<file path="src/hw/rtl/ssfr_pkg.sv">
// Shared types and constants for the sync-byte deframer.
// Used by every module of the block but ssfr_fifo; depends on nothing.
`default_nettype none

package ssfr_pkg;

  // Configuration register indexes
  localparam int          CFG_IDX_W         = 1;
  localparam logic [0:0]  REG_SYNC_VALUE    = 1'b0;
  localparam logic [0:0]  REG_TIMEOUT_TICKS = 1'b1;
  localparam int          CFG_DATA_W        = 16;

  // Register reset values
  localparam logic [7:0]  SYNC_VALUE_RESET    = 8'd254;
  localparam logic [15:0] TIMEOUT_TICKS_RESET = 16'd1000;

  // Frame header length (id, size low, size high)
  localparam logic [15:0] HEADER_LEN = 16'd3;

  // Default queue depths
  localparam int QUEUE_DEPTH_DEFAULT  = 2;
  localparam int RESULT_DEPTH_DEFAULT = 2;

  // Input action codes
  localparam logic ACT_BYTE = 1'b0;
  localparam logic ACT_TICK = 1'b1;

  // Byte kinds
  localparam logic [1:0] KIND_ID      = 2'd0;
  localparam logic [1:0] KIND_SIZE_LO = 2'd1;
  localparam logic [1:0] KIND_SIZE_HI = 2'd2;
  localparam logic [1:0] KIND_PAYLOAD = 2'd3;

  // Error codes
  localparam logic [1:0] ERR_NONE    = 2'd0;
  localparam logic [1:0] ERR_TIMEOUT = 2'd1;
  localparam logic [1:0] ERR_SIZE    = 2'd2;

  // Deframer phase, one-hot
  typedef enum logic [4:0] {
    PH_HUNT    = 5'b00001,
    PH_ID      = 5'b00010,
    PH_SIZE_LO = 5'b00100,
    PH_SIZE_HI = 5'b01000,
    PH_PAYLOAD = 5'b10000
  } phase_t;

  // Classified input word
  typedef struct packed {
    logic       action;
    logic [7:0] data;
    logic       is_sync;
    logic       is_zero;
  } item_t;

  // Result word
  typedef struct packed {
    logic [7:0] out_byte;
    logic [1:0] byte_kind;
    logic       frame_last;
    logic [1:0] error_code;
  } result_t;

endpackage

`default_nettype wire

</file>
<file path="src/hw/rtl/ssfr_fifo.sv">
// Small register FIFO used for the item queue and the result queue.
// Standalone; no package dependency.
`default_nettype none

module ssfr_fifo #(
  parameter int WIDTH = 8,
  parameter int DEPTH = 2
) (
  input  wire logic             clk,
  input  wire logic             rst,
  input  wire logic             wr_en,
  input  wire logic [WIDTH-1:0] wr_data,
  output logic                  full,
  input  wire logic             rd_en,
  output logic [WIDTH-1:0]      rd_data,
  output logic                  empty
);

  localparam int PTR_W = (DEPTH > 1) ? $clog2(DEPTH) : 1;
  localparam int CNT_W = $clog2(DEPTH + 1);

  logic [WIDTH-1:0] mem [DEPTH];
  logic [PTR_W-1:0] wr_ptr;
  logic [PTR_W-1:0] rd_ptr;
  logic [CNT_W-1:0] count;
  logic             do_wr;
  logic             do_rd;

  assign full    = (count == CNT_W'(DEPTH));
  assign empty   = (count == '0);
  assign do_wr   = wr_en && !full;
  assign do_rd   = rd_en && !empty;
  assign rd_data = mem[rd_ptr];

  // Store the incoming word
  always_ff @(posedge clk) begin
    if (do_wr) begin
      mem[wr_ptr] <= wr_data;
    end
  end

  // Advance pointers and occupancy
  always_ff @(posedge clk) begin
    if (rst) begin
      wr_ptr <= '0;
      rd_ptr <= '0;
      count  <= '0;
    end else begin
      if (do_wr) begin
        wr_ptr <= (wr_ptr == PTR_W'(DEPTH - 1)) ? '0 : wr_ptr + PTR_W'(1);
      end
      if (do_rd) begin
        rd_ptr <= (rd_ptr == PTR_W'(DEPTH - 1)) ? '0 : rd_ptr + PTR_W'(1);
      end
      if (do_wr && !do_rd) begin
        count <= count + CNT_W'(1);
      end else if (do_rd && !do_wr) begin
        count <= count - CNT_W'(1);
      end
    end
  end

endmodule

`default_nettype wire

</file>
<file path="src/hw/rtl/ssfr_front.sv">
// Front end: accepts input words, tags sync and zero bytes, queues them.
// Depends on ssfr_pkg and ssfr_fifo.
`default_nettype none

module ssfr_front #(
  parameter int QUEUE_DEPTH = ssfr_pkg::QUEUE_DEPTH_DEFAULT
) (
  input  wire logic            clk,
  input  wire logic            rst,
  input  wire logic            push,
  output logic                 full,
  input  wire logic            action,
  input  wire logic [7:0]      rx_byte,
  input  wire logic [7:0]      sync_value,
  output ssfr_pkg::item_t      item,
  output logic                 item_valid,
  input  wire logic            item_take
);

  ssfr_pkg::item_t tagged_item;
  logic            queue_empty;

  // Classify the incoming byte
  always_comb begin
    tagged_item.action  = action;
    tagged_item.data    = rx_byte;
    tagged_item.is_sync = (rx_byte == sync_value);
    tagged_item.is_zero = (rx_byte == 8'd0);
  end

  ssfr_fifo #(
    .WIDTH ($bits(ssfr_pkg::item_t)),
    .DEPTH (QUEUE_DEPTH)
  ) u_queue (
    .clk     (clk),
    .rst     (rst),
    .wr_en   (push),
    .wr_data (tagged_item),
    .full    (full),
    .rd_en   (item_take),
    .rd_data (item),
    .empty   (queue_empty)
  );

  assign item_valid = !queue_empty;

endmodule

`default_nettype wire

</file>
<file path="src/hw/rtl/ssfr_back.sv">
// Back end: deframer state machine with stuffing removal and timeout.
// Depends on ssfr_pkg and ssfr_fifo; results leave through a small queue.
`default_nettype none

module ssfr_back #(
  parameter int RESULT_DEPTH = ssfr_pkg::RESULT_DEPTH_DEFAULT
) (
  input  wire logic            clk,
  input  wire logic            rst,
  input  wire ssfr_pkg::item_t item,
  input  wire logic            item_valid,
  output logic                 item_take,
  input  wire logic [15:0]     timeout_ticks,
  output logic                 empty,
  input  wire logic            pop,
  output ssfr_pkg::result_t    result
);

  ssfr_pkg::phase_t  phase, phase_next;
  logic              stuff_armed, stuff_armed_next;
  logic [7:0]        size_low_byte, size_low_byte_next;
  logic [15:0]       bytes_remaining, bytes_remaining_next;
  logic [15:0]       idle_count, idle_count_next;

  logic              res_full;
  logic              res_push;
  ssfr_pkg::result_t res_word;

  logic [15:0]       idle_inc;
  logic [15:0]       size_word;
  logic [15:0]       remaining_dec;
  logic              drop;

  // Take a word whenever a result slot is free
  assign item_take = item_valid && !res_full;

  assign idle_inc      = (idle_count == 16'hFFFF) ? idle_count : idle_count + 16'd1;
  assign size_word     = {item.data, size_low_byte};
  assign remaining_dec = (bytes_remaining != 16'd0) ? bytes_remaining - 16'd1
                                                    : bytes_remaining;
  assign drop          = stuff_armed && item.is_zero;

  // Next state and result
  always_comb begin
    phase_next           = phase;
    stuff_armed_next     = stuff_armed;
    size_low_byte_next   = size_low_byte;
    bytes_remaining_next = bytes_remaining;
    idle_count_next      = idle_count;
    res_push             = 1'b0;
    res_word             = '0;

    if (item_take) begin
      if (phase == ssfr_pkg::PH_HUNT) begin
        // Hunt for the sync byte
        if (item.action == ssfr_pkg::ACT_BYTE && item.is_sync) begin
          phase_next       = ssfr_pkg::PH_ID;
          stuff_armed_next = 1'b0;
          idle_count_next  = 16'd0;
        end
      end else if (item.action == ssfr_pkg::ACT_TICK) begin
        // Count idle ticks, abort at the limit
        if (idle_inc >= timeout_ticks) begin
          phase_next           = ssfr_pkg::PH_HUNT;
          stuff_armed_next     = 1'b0;
          bytes_remaining_next = 16'd0;
          idle_count_next      = 16'd0;
          res_push             = 1'b1;
          res_word.out_byte    = 8'd0;
          res_word.byte_kind   = ssfr_pkg::KIND_ID;
          res_word.frame_last  = 1'b1;
          res_word.error_code  = ssfr_pkg::ERR_TIMEOUT;
        end else begin
          idle_count_next = idle_inc;
        end
      end else begin
        // Byte inside a frame: stuffing check, then field decode
        idle_count_next = 16'd0;
        if (stuff_armed) begin
          stuff_armed_next = 1'b0;
        end else if (item.is_sync) begin
          stuff_armed_next = 1'b1;
        end
        if (!drop) begin
          res_push            = 1'b1;
          res_word.out_byte   = item.data;
          res_word.frame_last = 1'b0;
          res_word.error_code = ssfr_pkg::ERR_NONE;
          unique case (phase)
            ssfr_pkg::PH_ID: begin
              res_word.byte_kind = ssfr_pkg::KIND_ID;
              phase_next         = ssfr_pkg::PH_SIZE_LO;
            end
            ssfr_pkg::PH_SIZE_LO: begin
              res_word.byte_kind = ssfr_pkg::KIND_SIZE_LO;
              size_low_byte_next = item.data;
              phase_next         = ssfr_pkg::PH_SIZE_HI;
            end
            ssfr_pkg::PH_SIZE_HI: begin
              res_word.byte_kind = ssfr_pkg::KIND_SIZE_HI;
              if (size_word <= ssfr_pkg::HEADER_LEN) begin
                phase_next           = ssfr_pkg::PH_HUNT;
                stuff_armed_next     = 1'b0;
                bytes_remaining_next = 16'd0;
                idle_count_next      = 16'd0;
                res_word.frame_last  = 1'b1;
                if (size_word != ssfr_pkg::HEADER_LEN) begin
                  res_word.error_code = ssfr_pkg::ERR_SIZE;
                end
              end else begin
                bytes_remaining_next = size_word - ssfr_pkg::HEADER_LEN;
                phase_next           = ssfr_pkg::PH_PAYLOAD;
              end
            end
            ssfr_pkg::PH_PAYLOAD: begin
              res_word.byte_kind = ssfr_pkg::KIND_PAYLOAD;
              if (remaining_dec == 16'd0) begin
                phase_next           = ssfr_pkg::PH_HUNT;
                stuff_armed_next     = 1'b0;
                bytes_remaining_next = 16'd0;
                idle_count_next      = 16'd0;
                res_word.frame_last  = 1'b1;
              end else begin
                bytes_remaining_next = remaining_dec;
              end
            end
            default: begin
              res_push   = 1'b0;
              phase_next = ssfr_pkg::PH_HUNT;
            end
          endcase
        end
      end
    end
  end

  // Hold deframer state
  always_ff @(posedge clk) begin
    if (rst) begin
      phase           <= ssfr_pkg::PH_HUNT;
      stuff_armed     <= 1'b0;
      size_low_byte   <= 8'd0;
      bytes_remaining <= 16'd0;
      idle_count      <= 16'd0;
    end else begin
      phase           <= phase_next;
      stuff_armed     <= stuff_armed_next;
      size_low_byte   <= size_low_byte_next;
      bytes_remaining <= bytes_remaining_next;
      idle_count      <= idle_count_next;
    end
  end

  ssfr_fifo #(
    .WIDTH ($bits(ssfr_pkg::result_t)),
    .DEPTH (RESULT_DEPTH)
  ) u_results (
    .clk     (clk),
    .rst     (rst),
    .wr_en   (res_push),
    .wr_data (res_word),
    .full    (res_full),
    .rd_en   (pop),
    .rd_data (result),
    .empty   (empty)
  );

endmodule

`default_nettype wire

</file>
<file path="src/hw/rtl/stuffed_sync_frame_receiver_unit.sv">
// Sync-byte deframer with zero stuffing. Push received bytes (action 0) and
// time ticks (action 1) into the input side; pop delivered frame words from
// the result side, one per kept byte, each tagged with its kind, a
// last-of-frame mark and an error code (timeout or size below three).
// The block takes one word per clock cycle while the item queue is not full.
// A pushed word lands in the item queue (QUEUE_DEPTH entries) at the
// accepting edge, is decoded by the deframer, and its result is written
// into the result queue, from which it can be popped. The deframer
// advances only while the result queue (RESULT_DEPTH entries) has a free
// slot, so sustained rate is one word per cycle as long as results are
// popped.
// Write configuration only while the block is idle.
//
// Top level of the block; depends on ssfr_pkg, ssfr_front, ssfr_back.
`default_nettype none

module stuffed_sync_frame_receiver_unit #(
  parameter int QUEUE_DEPTH  = ssfr_pkg::QUEUE_DEPTH_DEFAULT,
  parameter int RESULT_DEPTH = ssfr_pkg::RESULT_DEPTH_DEFAULT
) (
  input  wire logic                            clk,
  input  wire logic                            rst,
  // Configuration write port
  input  wire logic                            cfg_we,
  input  wire logic [ssfr_pkg::CFG_IDX_W-1:0]  cfg_index,
  input  wire logic [ssfr_pkg::CFG_DATA_W-1:0] cfg_data,
  // Input side
  input  wire logic                            push,
  output logic                                 full,
  input  wire logic                            action,
  input  wire logic [7:0]                      rx_byte,
  // Result side
  output logic                                 empty,
  input  wire logic                            pop,
  output logic [7:0]                           out_byte,
  output logic [1:0]                           byte_kind,
  output logic                                 frame_last,
  output logic [1:0]                           error_code
);

  logic [7:0]        sync_value;
  logic [15:0]       timeout_ticks;
  ssfr_pkg::item_t   item;
  logic              item_valid;
  logic              item_take;
  ssfr_pkg::result_t result;

  // Configuration registers
  always_ff @(posedge clk) begin
    if (rst) begin
      sync_value    <= ssfr_pkg::SYNC_VALUE_RESET;
      timeout_ticks <= ssfr_pkg::TIMEOUT_TICKS_RESET;
    end else if (cfg_we) begin
      unique case (cfg_index)
        ssfr_pkg::REG_SYNC_VALUE:    sync_value    <= cfg_data[7:0];
        ssfr_pkg::REG_TIMEOUT_TICKS: timeout_ticks <= cfg_data[15:0];
        default: ;
      endcase
    end
  end

  ssfr_front #(
    .QUEUE_DEPTH (QUEUE_DEPTH)
  ) u_front (
    .clk        (clk),
    .rst        (rst),
    .push       (push),
    .full       (full),
    .action     (action),
    .rx_byte    (rx_byte),
    .sync_value (sync_value),
    .item       (item),
    .item_valid (item_valid),
    .item_take  (item_take)
  );

  ssfr_back #(
    .RESULT_DEPTH (RESULT_DEPTH)
  ) u_back (
    .clk           (clk),
    .rst           (rst),
    .item          (item),
    .item_valid    (item_valid),
    .item_take     (item_take),
    .timeout_ticks (timeout_ticks),
    .empty         (empty),
    .pop           (pop),
    .result        (result)
  );

  assign out_byte   = result.out_byte;
  assign byte_kind  = result.byte_kind;
  assign frame_last = result.frame_last;
  assign error_code = result.error_code;

endmodule

`default_nettype wire

</file>
<file path="config.mk">
export PLATFORM = sky130hd
export DESIGN_NAME = stuffed_sync_frame_receiver_unit
export DESIGN_NICKNAME = d
export VERILOG_FILES = /design/src/hw/rtl/ssfr_pkg.sv /design/src/hw/rtl/ssfr_fifo.sv /design/src/hw/rtl/ssfr_front.sv /design/src/hw/rtl/ssfr_back.sv /design/src/hw/rtl/stuffed_sync_frame_receiver_unit.sv
export SDC_FILE = /design/constraint.sdc
export NUM_CORES = 1
export LEC_CHECK = 0
export BUFFER_PORTS_ARGS = -buffer_cell sky130_fd_sc_hd__buf_2
export CORE_MARGIN = 4
export CORE_UTILIZATION = 45
export CTS_CLUSTER_SIZE = 12
export DETAILED_ROUTE_END_ITERATION = 7
export HOLD_SLACK_MARGIN = 0.15
export MAX_ROUTING_LAYER = met4
export REMOVE_ABC_BUFFERS = 1
export SYNTH_ARGS = -nofsm -noshare
export SYNTH_HDL_FRONTEND = slang
export SYNTH_SLANG_ARGS = --single-unit
</file>
<file path="constraint.sdc">
create_clock -name clk -period 6.5 [get_ports clk]
set_input_delay 0.65 -clock clk [delete_from_list [all_inputs] [get_ports clk]]
set_output_delay 0.65 -clock clk [all_outputs]
set_load 0.005 [all_outputs]
</file>
==> impl_metrics.yaml, run 1 <==
route:
  drcViolationCount: 0
  ant_nets: 0
  viasPerCell: 5.65
  routedWlPerCell_um: 17.0
  finalWirelength_mm: 16.9
  dr.pass1.iters: 7
  vias: 5613
  drt_iter0_drc: 364
power:
  power_density_nw_per_um2: 281
  p_leak_nw: 2.99
  ir_drop_mv: 0.210
synth:
  ys_types: 56
  synth_compound_area_share_pct: 13.6
  postSynthCellCount: 755
  synth_edf_count: 48
  synth_top_family_by_area: "simple AND/OR/NAND/NOR gates"
  synth_mux_area_share_pct: 6.38
  syn-mean-instance-area_um2: 9.19
  synthArstFlopShare_pct: 0
  ys.warnings.count: 0
  ys_seq_area_share_pct: 43.8
  yosys.area_share.simple_pct: 22.1
  synth_xor_area_share_pct: 6.44
  netlist_area_um2: 6940
  synth_fa_ha_area_share_pct: 3.97
  synthFlopType: "dfxtp_1"
  ys_ff_latch: 128
clock_network:
  cts_tree: "yes"
  clk_pin_slew_worst_paths_ns: 0.06
  post_cts_resized: 0
  cts_buffers: 17
  hold_buffers: 0
  clkLatencyLatePin_ns: 0.42
  htree_num_levels: 4
  cts_root_buffer: "clkbuf_16"
  clk_path_buf_depth: 2
  postCtsSetupBuffers: 0
  cts.sinks: 128
setup_path:
  cp-start-kind: "flop"
  cp_max_fo: 9
  critical_path_class: "reg -> reg"
  arrival_ns: 5.46
  endpoint_kind: "flop"
  required_ns: 6.84
timing:
  finalCritPeriodShare_pct: 78.7
  hold_viol_final: 0
  grt_setup_unrepaired: "false"
  finalClockSkew_ns: 0.00549
  fin_ws_ns: 1.38
  slew_viol_final: 0
  setup_viol: 0
  max_freq_mhz: 195
  max_slew_margin_pct: 20.9
  tns_ns: 0
  whs_ns: 0.438
  tightest_slew_ns: 1.18
  period_needed_ns: 5.12
placement:
  place_ws_ns: 1.44
  dp_cells: 961
  place.gp.congestion: 0.909
  hpwl_mm: 12.3
  io_buffers: 45
global_routing:
  grt_pass1_wl_mm: 28.0
  grt_max_degree: 62
  gr-total-overflow: 0
  grt_pass1_vias: 5562
  grt_use_total_pct: 20.4
  antenna_found_initial: 0
final_layout:
  area_growth_pct: 14.0
  post-route-util_pct: 52.2
  final_common_cell: "dfxtp_1"
  finalNonFillerCells: 993
  finalNetCount: 845
  num_antenna_cells: 0
  final_layout_size_suffix_gt1_share_pct: 14.2
  most-common-layout-cells: "80 x dfxtp_1, 79 x nor2_1, 71 x nand2_1"
floorplan:
  row_count: 45
  die_h_um: 132
  die_area_um2: 17500
  core_area_um2: 15100
  ios: 46
  start_util_pct: 45.8
  die_w_um: 132
worst_hold_path:
  hold_path_class: "in -> reg"
outcome:
  outcome: "finished, final reports clean"
run:
  maxCapViolations: 0
## cell families after synthesis
logic type      Yosys count
fa+ha+maj                22
mux                      42
buf+inv                  65
flops                   128
simple gates            295
compound gates          152
xor+xnor                 51
## layout make-up
cell class,count,area [um^2]
Clock buffer,17,425
Clock inverter,15,166
Fill cell,1388,7240
Inverter,30,113
Multi-Input combinational cell,562,3640
Sequential cell,128,3040
Tap cell,188,235
Timing Repair Buffer,53,285
## per-stage QoR
step | total power [mW] | cell area (um^2)
after floorplan | 1.16 | 6800
after CTS | 2.24 | 7910
after detailed placement | 1.29 | 7320
after global placement | 1.28 | 7320
after global routing | 2.32 | 7910
final | 2.22 | 7910
## where the power goes
part	leakage [nW]	total, mW	internal, mW	switching [mW]
Combinational	1.62	0.336	0.131	0.205
Clock	0.282	0.951	0.545	0.406
Sequential	1.09	0.935	0.883	0.0516
Total	2.99	2.22	1.56	0.662
## flip-flops by register name, indices dropped and copies added, names as in the netlist, 2 cells and up, named ones only
| register | flops |
|---|---|
| sync_value | 8 |
| timeout_ticks | 16 |
| u_back.bytes_remaining | 16 |
| u_back.idle_count | 16 |
| u_back.phase | 5 |
| u_back.size_low_byte | 8 |
| u_back.u_results.count | 2 |
| u_back.u_results.mem | 26 |
| u_front.u_queue.count | 2 |
| u_front.u_queue.mem | 22 |
## cell usage after synthesis (all sizes together) (2+ instances only)
master	number	share of area [%]
a2111oi	2	0.25
a211oi	14	1.5
a21o	3	0.32
a21oi	49	3.5
a22oi	12	1.3
a31oi	4	0.36
and2	9	0.81
and3	8	0.72
buf	5	0.43
clkbuf	30	1.6
dfxtp	80	23
edfxtp	48	21
ha	22	4.0
inv	29	1.6
mux2	18	2.9
mux2i	24	3.5
nand2	71	3.8
nand2b	7	0.63
nand3	15	1.1
nand3b	3	0.32
nand4	10	0.90
nand4b	2	0.25
nor2	79	4.3
nor2b	12	1.1
nor3	20	1.4
nor3b	7	0.76
nor4	12	1.7
nor4b	4	0.50
o211ai	11	1.2
o21a	4	0.43
o21ai	32	2.3
o221ai	4	0.50
o22ai	4	0.36
o31ai	7	0.76
or2	4	0.36
or3	17	1.5
or4	12	1.4
xnor2	31	3.9
xor2	20	2.5
## path summary, 6_finish.rpt
kind,start,end,cells after the start,slack [ns]
worst min-delay path,action,u_front.u_queue.mem[0][10]$_DFFE_PP_,1,0.44
worst max-delay path,u_back.idle_count[2]$_SDFFE_PP0P_,u_back.u_results.count[1]$_SDFFE_PP0P_,17,1.38
worst min register to register,timeout_ticks[1]$_SDFFE_PP0P_,timeout_ticks[1]$_SDFFE_PP0P_,2,0.45
worst max register to register,u_back.idle_count[2]$_SDFFE_PP0P_,u_back.u_results.count[1]$_SDFFE_PP0P_,17,1.38
## critical path, stage by stage, from the launching register on
cell       delay [ns]
dfxtp_1          0.47
and4_1           0.28
nand4_1          0.16
or4_1            0.58
nor2b_1          0.26
and3_1           0.23
xor2_1           0.15
ha_1             0.29
a21o_1           0.19
a21oi_1          0.16
nor2b_1          0.07
a2111oi_0        0.54
o21ai_1          0.34
a21oi_1          0.38
inv_1            0.08
ha_1             0.34
or3_1            0.38
a21oi_1          0.15
## per-layer routing
metal	part of all wire (%)	track usage, %	wire (um)
met4	2.4	7.91	397
met1	47	26.0	7960
met2	47	32.4	7940
met5	0	-	0
met3	3.4	3.85	577
Note: power is estimated with default switching activity, not from simulation.
==> run 2, diff against run 1 <==
clock period = 5.2 ns   (was 6.5 ns; I/O delays follow)
==> run 2 against run 1 <==
Wire length is 2.3% higher. Worst hold slack got worse by 0.12 ns. Final cell count increased by 0.10%. Total power up 26%. Design area is 0.13% higher. Clock power rose by 27%. Die area unchanged. Global-route usage up 0.23 points. Sequential power grew 25%. Utilization rose by 0.066 points. Clock-buffer cell count rose by 2. Fmax increased by 7.9%.
==> impl_metrics.yaml, run 2 (same netlist as run 1, synthesis figures left out) <==
placement:
  dp_cells: 962
  io_buffers: 45
  place.gp.congestion: 0.905
  hpwl_mm: 12.5
route:
  finalWirelength_mm: 17.3
  ant_nets: 0
  drcViolationCount: 0
  vias: 5708
  routedWlPerCell_um: 17.4
  dr.pass1.iters: 6
  drt_iter0_drc: 375
  viasPerCell: 5.74
final_layout:
  finalNetCount: 846
  largest_reg_flops: 26
  top_register: "u_back.u_results.mem"
  num_antenna_cells: 0
  post-route-util_pct: 52.3
  area_growth_pct: 14.1
  fillers: 1400
  final_common_cell: "dfxtp_1"
  most-common-layout-cells: "80 x dfxtp_1, 79 x nor2_1, 71 x nand2_1"
  finalNonFillerCells: 994
  final_layout_size_suffix_gt1_share_pct: 13.8
  top_regs: "u_back.u_results.mem (26), u_front.u_queue.mem (22)"
clock_network:
  cts.sinks: 128
  clk_path_buf_depth: 2
  postCtsSetupBuffers: 0
  cts_tree: "yes"
  clk_pin_slew_worst_paths_ns: 0.06
  cts_buffers: 17
  clkLatencyLatePin_ns: 0.42
  htree_num_levels: 4
  cts_root_buffer: "clkbuf_16"
global_routing:
  antenna_found_initial: 0
  grt_pass1_wl_mm: 28.2
  grt_max_degree: 45
  gr-total-overflow: 0
  grt_use_total_pct: 20.7
  grt_pass1_vias: 5546
floorplan:
  ios: 46
  die_w_um: 132
  core_area_um2: 15100
  row_count: 45
  start_util_pct: 45.8
  die_h_um: 132
  die_area_um2: 17500
power:
  power_density_nw_per_um2: 353
  ir_drop_mv: 0.288
  p_leak_nw: 3.01
timing:
  finalClockSkew_ns: 0.00965
  whs_ns: 0.320
  grt_setup_unrepaired: "false"
  hold_viol_final: 0
  setup_viol: 0
  tightest_slew_ns: 1.21
  tns_ns: 0
  period_needed_ns: 4.75
  max_freq_mhz: 211
  slew_viol_final: 0
  max_slew_margin_pct: 18.9
  finalCritPeriodShare_pct: 91.3
setup_path:
  cp_max_fo: 9
  cp-start-kind: "flop"
  endpoint_kind: "flop"
  critical_path_class: "reg -> reg"
  required_ns: 5.54
  arrival_ns: 5.09
outcome:
  outcome: "finished, final reports clean"
run:
  maxCapViolations: 0
worst_hold_path:
  hold_path_class: "in -> reg"
## run 2: cell count changes in the layout (fill, tap and decap cells not counted), sizes merged
| cell | change |
|---|---|
| clkinv | +4 |
| bufinv | +2 |
| clkbuf | +2 |
| clkinvlp | -3 |
| inv | -5 |
| buf | +1 |
## run 2: per-stage QoR
step | cell area (um^2) | total power, mW | setup slack (ns)
finish | 7920 | 2.79 | 0.454
global route | 7920 | 2.92 | 0.0928
CTS | 7920 | 2.82 | 0.385
detailed placement | 7330 | 1.61 | 0.430
global placement | 7330 | 1.60 | 0.579
floorplan | 6800 | 1.45 | 0.834
## run 2: final timing paths
kind                                                   startpoint                                      to  slack [ns]  cells after the start
worst max-delay path            u_back.idle_count[2]$_SDFFE_PP0P_  u_back.u_results.count[1]$_SDFFE_PP0P_        0.45                     17
worst min-delay path                                       action    u_front.u_queue.mem[1][10]$_DFFE_PP_        0.32                      1
worst max register to register  u_back.idle_count[2]$_SDFFE_PP0P_  u_back.u_results.count[1]$_SDFFE_PP0P_        0.45                     17
worst min register to register     timeout_ticks[15]$_SDFFE_PP0P_          timeout_ticks[15]$_SDFFE_PP0P_        0.46                      2
## run 2: timing repair
action                                  CTS  global route
gates resized for setup                   0             1
hold buffers                              0             0
endpoints found under the setup margin    0             1
## run 2: layout make-up
| type | instances | area [um^2] | area share, % |
|---|---|---|---|
| clock buffer | 19 | 433 | 5.47 |
| clock inverter | 13 | 160 | 2.02 |
| inverter | 30 | 113 | 1.42 |
| multi-input combinational | 562 | 3640 | 46.0 |
| sequential | 128 | 3040 | 38.4 |
| tap | 188 | 235 | 2.97 |
| timing repair buffer | 54 | 293 | 3.70 |
## run 2: critical path, cell delays in order, from the launching register on
cell	delay [ns]
dfxtp_1	0.47
and4_1	0.28
nand4_1	0.16
or4_1	0.58
nor2b_1	0.26
and3_1	0.23
xor2_1	0.16
ha_1	0.29
a21o_1	0.18
a21oi_1	0.13
nor2b_1	0.06
a2111oi_1	0.44
o21ai_1	0.19
a21oi_1	0.29
inv_1	0.08
ha_1	0.34
or3_1	0.38
a21oi_1	0.14
## run 2: where the power goes
part | switching [mW] | leakage (nW) | internal [mW]
Sequential | 0.0645 | 1.09 | 1.10
Combinational | 0.253 | 1.63 | 0.164
Clock | 0.453 | 0.292 | 0.756
## run 2: routing by layer
layer  track usage (%)  up-vias  wire length, um
li1                  -     2819                -
met1              25.6     2731             7900
met2              34.1      126             8390
met3              3.89       32              609
met4              6.81        0              363
met5                 -        -                0
==> run 3, diff against run 2 <==
CORE_MARGIN = 2   (was 4)
clock period = 5.1 ns   (was 5.2 ns; I/O delays follow)
==> run 3 against run 2 <==
First-iteration DRC count grew 12%. Sequential share of layout area shrank 0.10 points. Global-route usage grew 1.8 points. Worst hold slack lost 0.020 ns. Fmax grew 0.53%. Wire length shrank 1.1%. Final cell count grew 0.10%.
==> impl_metrics.yaml, run 3 (same netlist as run 1, synthesis figures left out) <==
timing:
  whs_ns: 0.301
  slew_viol_final: 0
  tightest_slew_ns: 1.05
  hold_viol_final: 0
  setup_viol: 0
  max_freq_mhz: 212
  max_slew_margin_pct: 29.7
  period_needed_ns: 4.72
  tns_ns: 0
  finalClockSkew_ns: 0.0113
  grt_setup_unrepaired: "false"
  finalCritPeriodShare_pct: 92.6
final_layout:
  top_register: "u_back.u_results.mem"
  stdcell_area_um2: 7940
  finalNetCount: 847
  num_antenna_cells: 0
  area_growth_pct: 14.4
  largest_reg_flops: 26
  most-common-layout-cells: "80 x dfxtp_1, 79 x nor2_1, 71 x nand2_1"
  top_regs: "u_back.u_results.mem (26), u_front.u_queue.mem (22)"
  final_common_cell: "dfxtp_1"
  final_layout_size_suffix_gt1_share_pct: 14.3
  post-route-util_pct: 52.4
power:
  p_comb_share_pct: 15.0
  p_int_mw: 2.07
  power_switching_mw: 0.798
  ir_drop_mv: 0.327
  clkPwrFrac_pct: 43.4
  sw_frac_of_total_pct: 27.9
  seq_power_share_pct: 41.6
  power_density_nw_per_um2: 361
  p_leak_nw: 3.02
setup_path:
  setup.worst_path.start: "u_back.idle_count[2]$_SDFFE_PP0P_"
  cp_max_fo: 9
  r2r-start: "u_back.idle_count[2]$_SDFFE_PP0P_"
  cp-start-kind: "flop"
  required_ns: 5.45
  r2r_end: "u_back.u_results.count[1]$_SDFFE_PP0P_"
  arrival_ns: 5.07
  endpoint_kind: "flop"
  endpoint: "u_back.u_results.count[1]$_SDFFE_PP0P_"
  reg2reg_slack_ns: 0.38
  worst-r2r-cell-count: 17
  critical_path_class: "reg -> reg"
clock_network:
  htree_num_levels: 4
  cts_root_buffer: "clkbuf_16"
  cts_buffers: 17
  cts.sinks: 128
  clkLatencyLatePin_ns: 0.42
  post_cts_resized: 0
  clk_pin_slew_worst_paths_ns: 0.06
  cts_tree: "yes"
  clk_path_buf_depth: 2
  hold_buffers: 0
  postCtsSetupBuffers: 0
floorplan:
  core_area_um2: 15100
  start_util_pct: 45.8
  ios: 46
  die_h_um: 128
  die_w_um: 128
  row_count: 45
  die_area_um2: 16400
run:
  maxCapViolations: 0
outcome:
  outcome: "finished, final reports clean"
route:
  dr.pass1.iters: 5
  drcViolationCount: 0
  ant_nets: 0
  drt_iter0_drc: 421
  vias: 5691
  viasPerCell: 5.72
  routedWlPerCell_um: 17.1
  finalWirelength_mm: 17.1
global_routing:
  antenna_found_initial: 0
  grt_max_degree: 62
  grt_use_total_pct: 22.5
  gr-total-overflow: 0
  grt_pass1_vias: 5567
  grt_pass1_wl_mm: 28.1
placement:
  hpwl_mm: 12.5
  place.gp.congestion: 0.893
  placed_area_um2: 7330
  io_buffers: 45
worst_hold_path:
  hold_path_class: "in -> reg"
[run 3: cell types whose count changed in the layout (fill, tap and decap cells not counted)]
| cell | delta |
|---|---|
| buf_4 | +1 |
| clkbuf_1 | -2 |
| clkinv_1 | -1 |
| clkinv_4 | +1 |
| clkinvlp_4 | +1 |
| inv_6 | +1 |
[run 3: power groups by stage]
stage / clock network [mW] / registers (mW) / logic, mW
6_report: 1.24 / 1.19 / 0.430
5_1_grt: 1.32 / 1.20 / 0.478
4_1_cts: 1.26 / 1.19 / 0.430
3_5_place_dp: 0 / 1.21 / 0.427
3_3_place_gp: 0 / 1.21 / 0.416
2_1_floorplan: 0 / 1.20 / 0.283
[run 3: layout make-up]
| type | instances | area [um^2] |
|---|---|---|
| Sequential cell | 128 | 3040 |
| Timing Repair Buffer | 55 | 300 |
| Tap cell | 188 | 235 |
| Clock inverter | 15 | 181 |
| Fill cell | 1370 | 7200 |
| Clock buffer | 17 | 425 |
| Multi-Input combinational cell | 562 | 3640 |
| Inverter | 30 | 113 |
[run 3: worst min-delay path by stage]
stage / from / to / cells past startpoint
2_1_floorplan: timeout_ticks[10]$_SDFFE_PP0P_ / timeout_ticks[10]$_SDFFE_PP0P_ / 2
3_3_place_gp: timeout_ticks[15]$_SDFFE_PP0P_ / timeout_ticks[15]$_SDFFE_PP0P_ / 2
3_5_place_dp: timeout_ticks[13]$_SDFFE_PP0P_ / timeout_ticks[13]$_SDFFE_PP0P_ / 2
4_1_cts: action / u_front.u_queue.mem[0][10]$_DFFE_PP_ / 1
5_1_grt: action / u_front.u_queue.mem[0][10]$_DFFE_PP_ / 1
6_report: action / u_front.u_queue.mem[0][10]$_DFFE_PP_ / 1
[run 3: per-layer routing]
layer	wire length (um)	vias up	GRT usage [%]
met1	7760	2717	27.5
met4	334	0	7.50
met2	8420	132	37.1
met3	555	24	4.55
met5	0	-	-
li1	-	2818	-
[run 3: worst max-delay path, stage by stage, from the launching register on]
cell	delay, ns
dfxtp_1	0.47
and4_1	0.28
nand4_1	0.15
or4_1	0.59
nor2b_1	0.27
and3_1	0.24
xor2_1	0.16
ha_1	0.30
a21o_1	0.18
a21oi_1	0.13
nor2b_1	0.06
a2111oi_1	0.43
o21ai_1	0.19
a21oi_1	0.26
inv_1	0.08
ha_1	0.33
or3_1	0.38
a21oi_1	0.15
[run 3: stage by stage]
step                power (mW)  setup WS [ns]  instances
floorplan                 1.48          0.734        720
global placement          1.63          0.474        963
detailed placement        1.64          0.373        963
CTS                       2.88          0.344        995
global route              3.00         0.0285        995
finish                    2.87          0.379        995
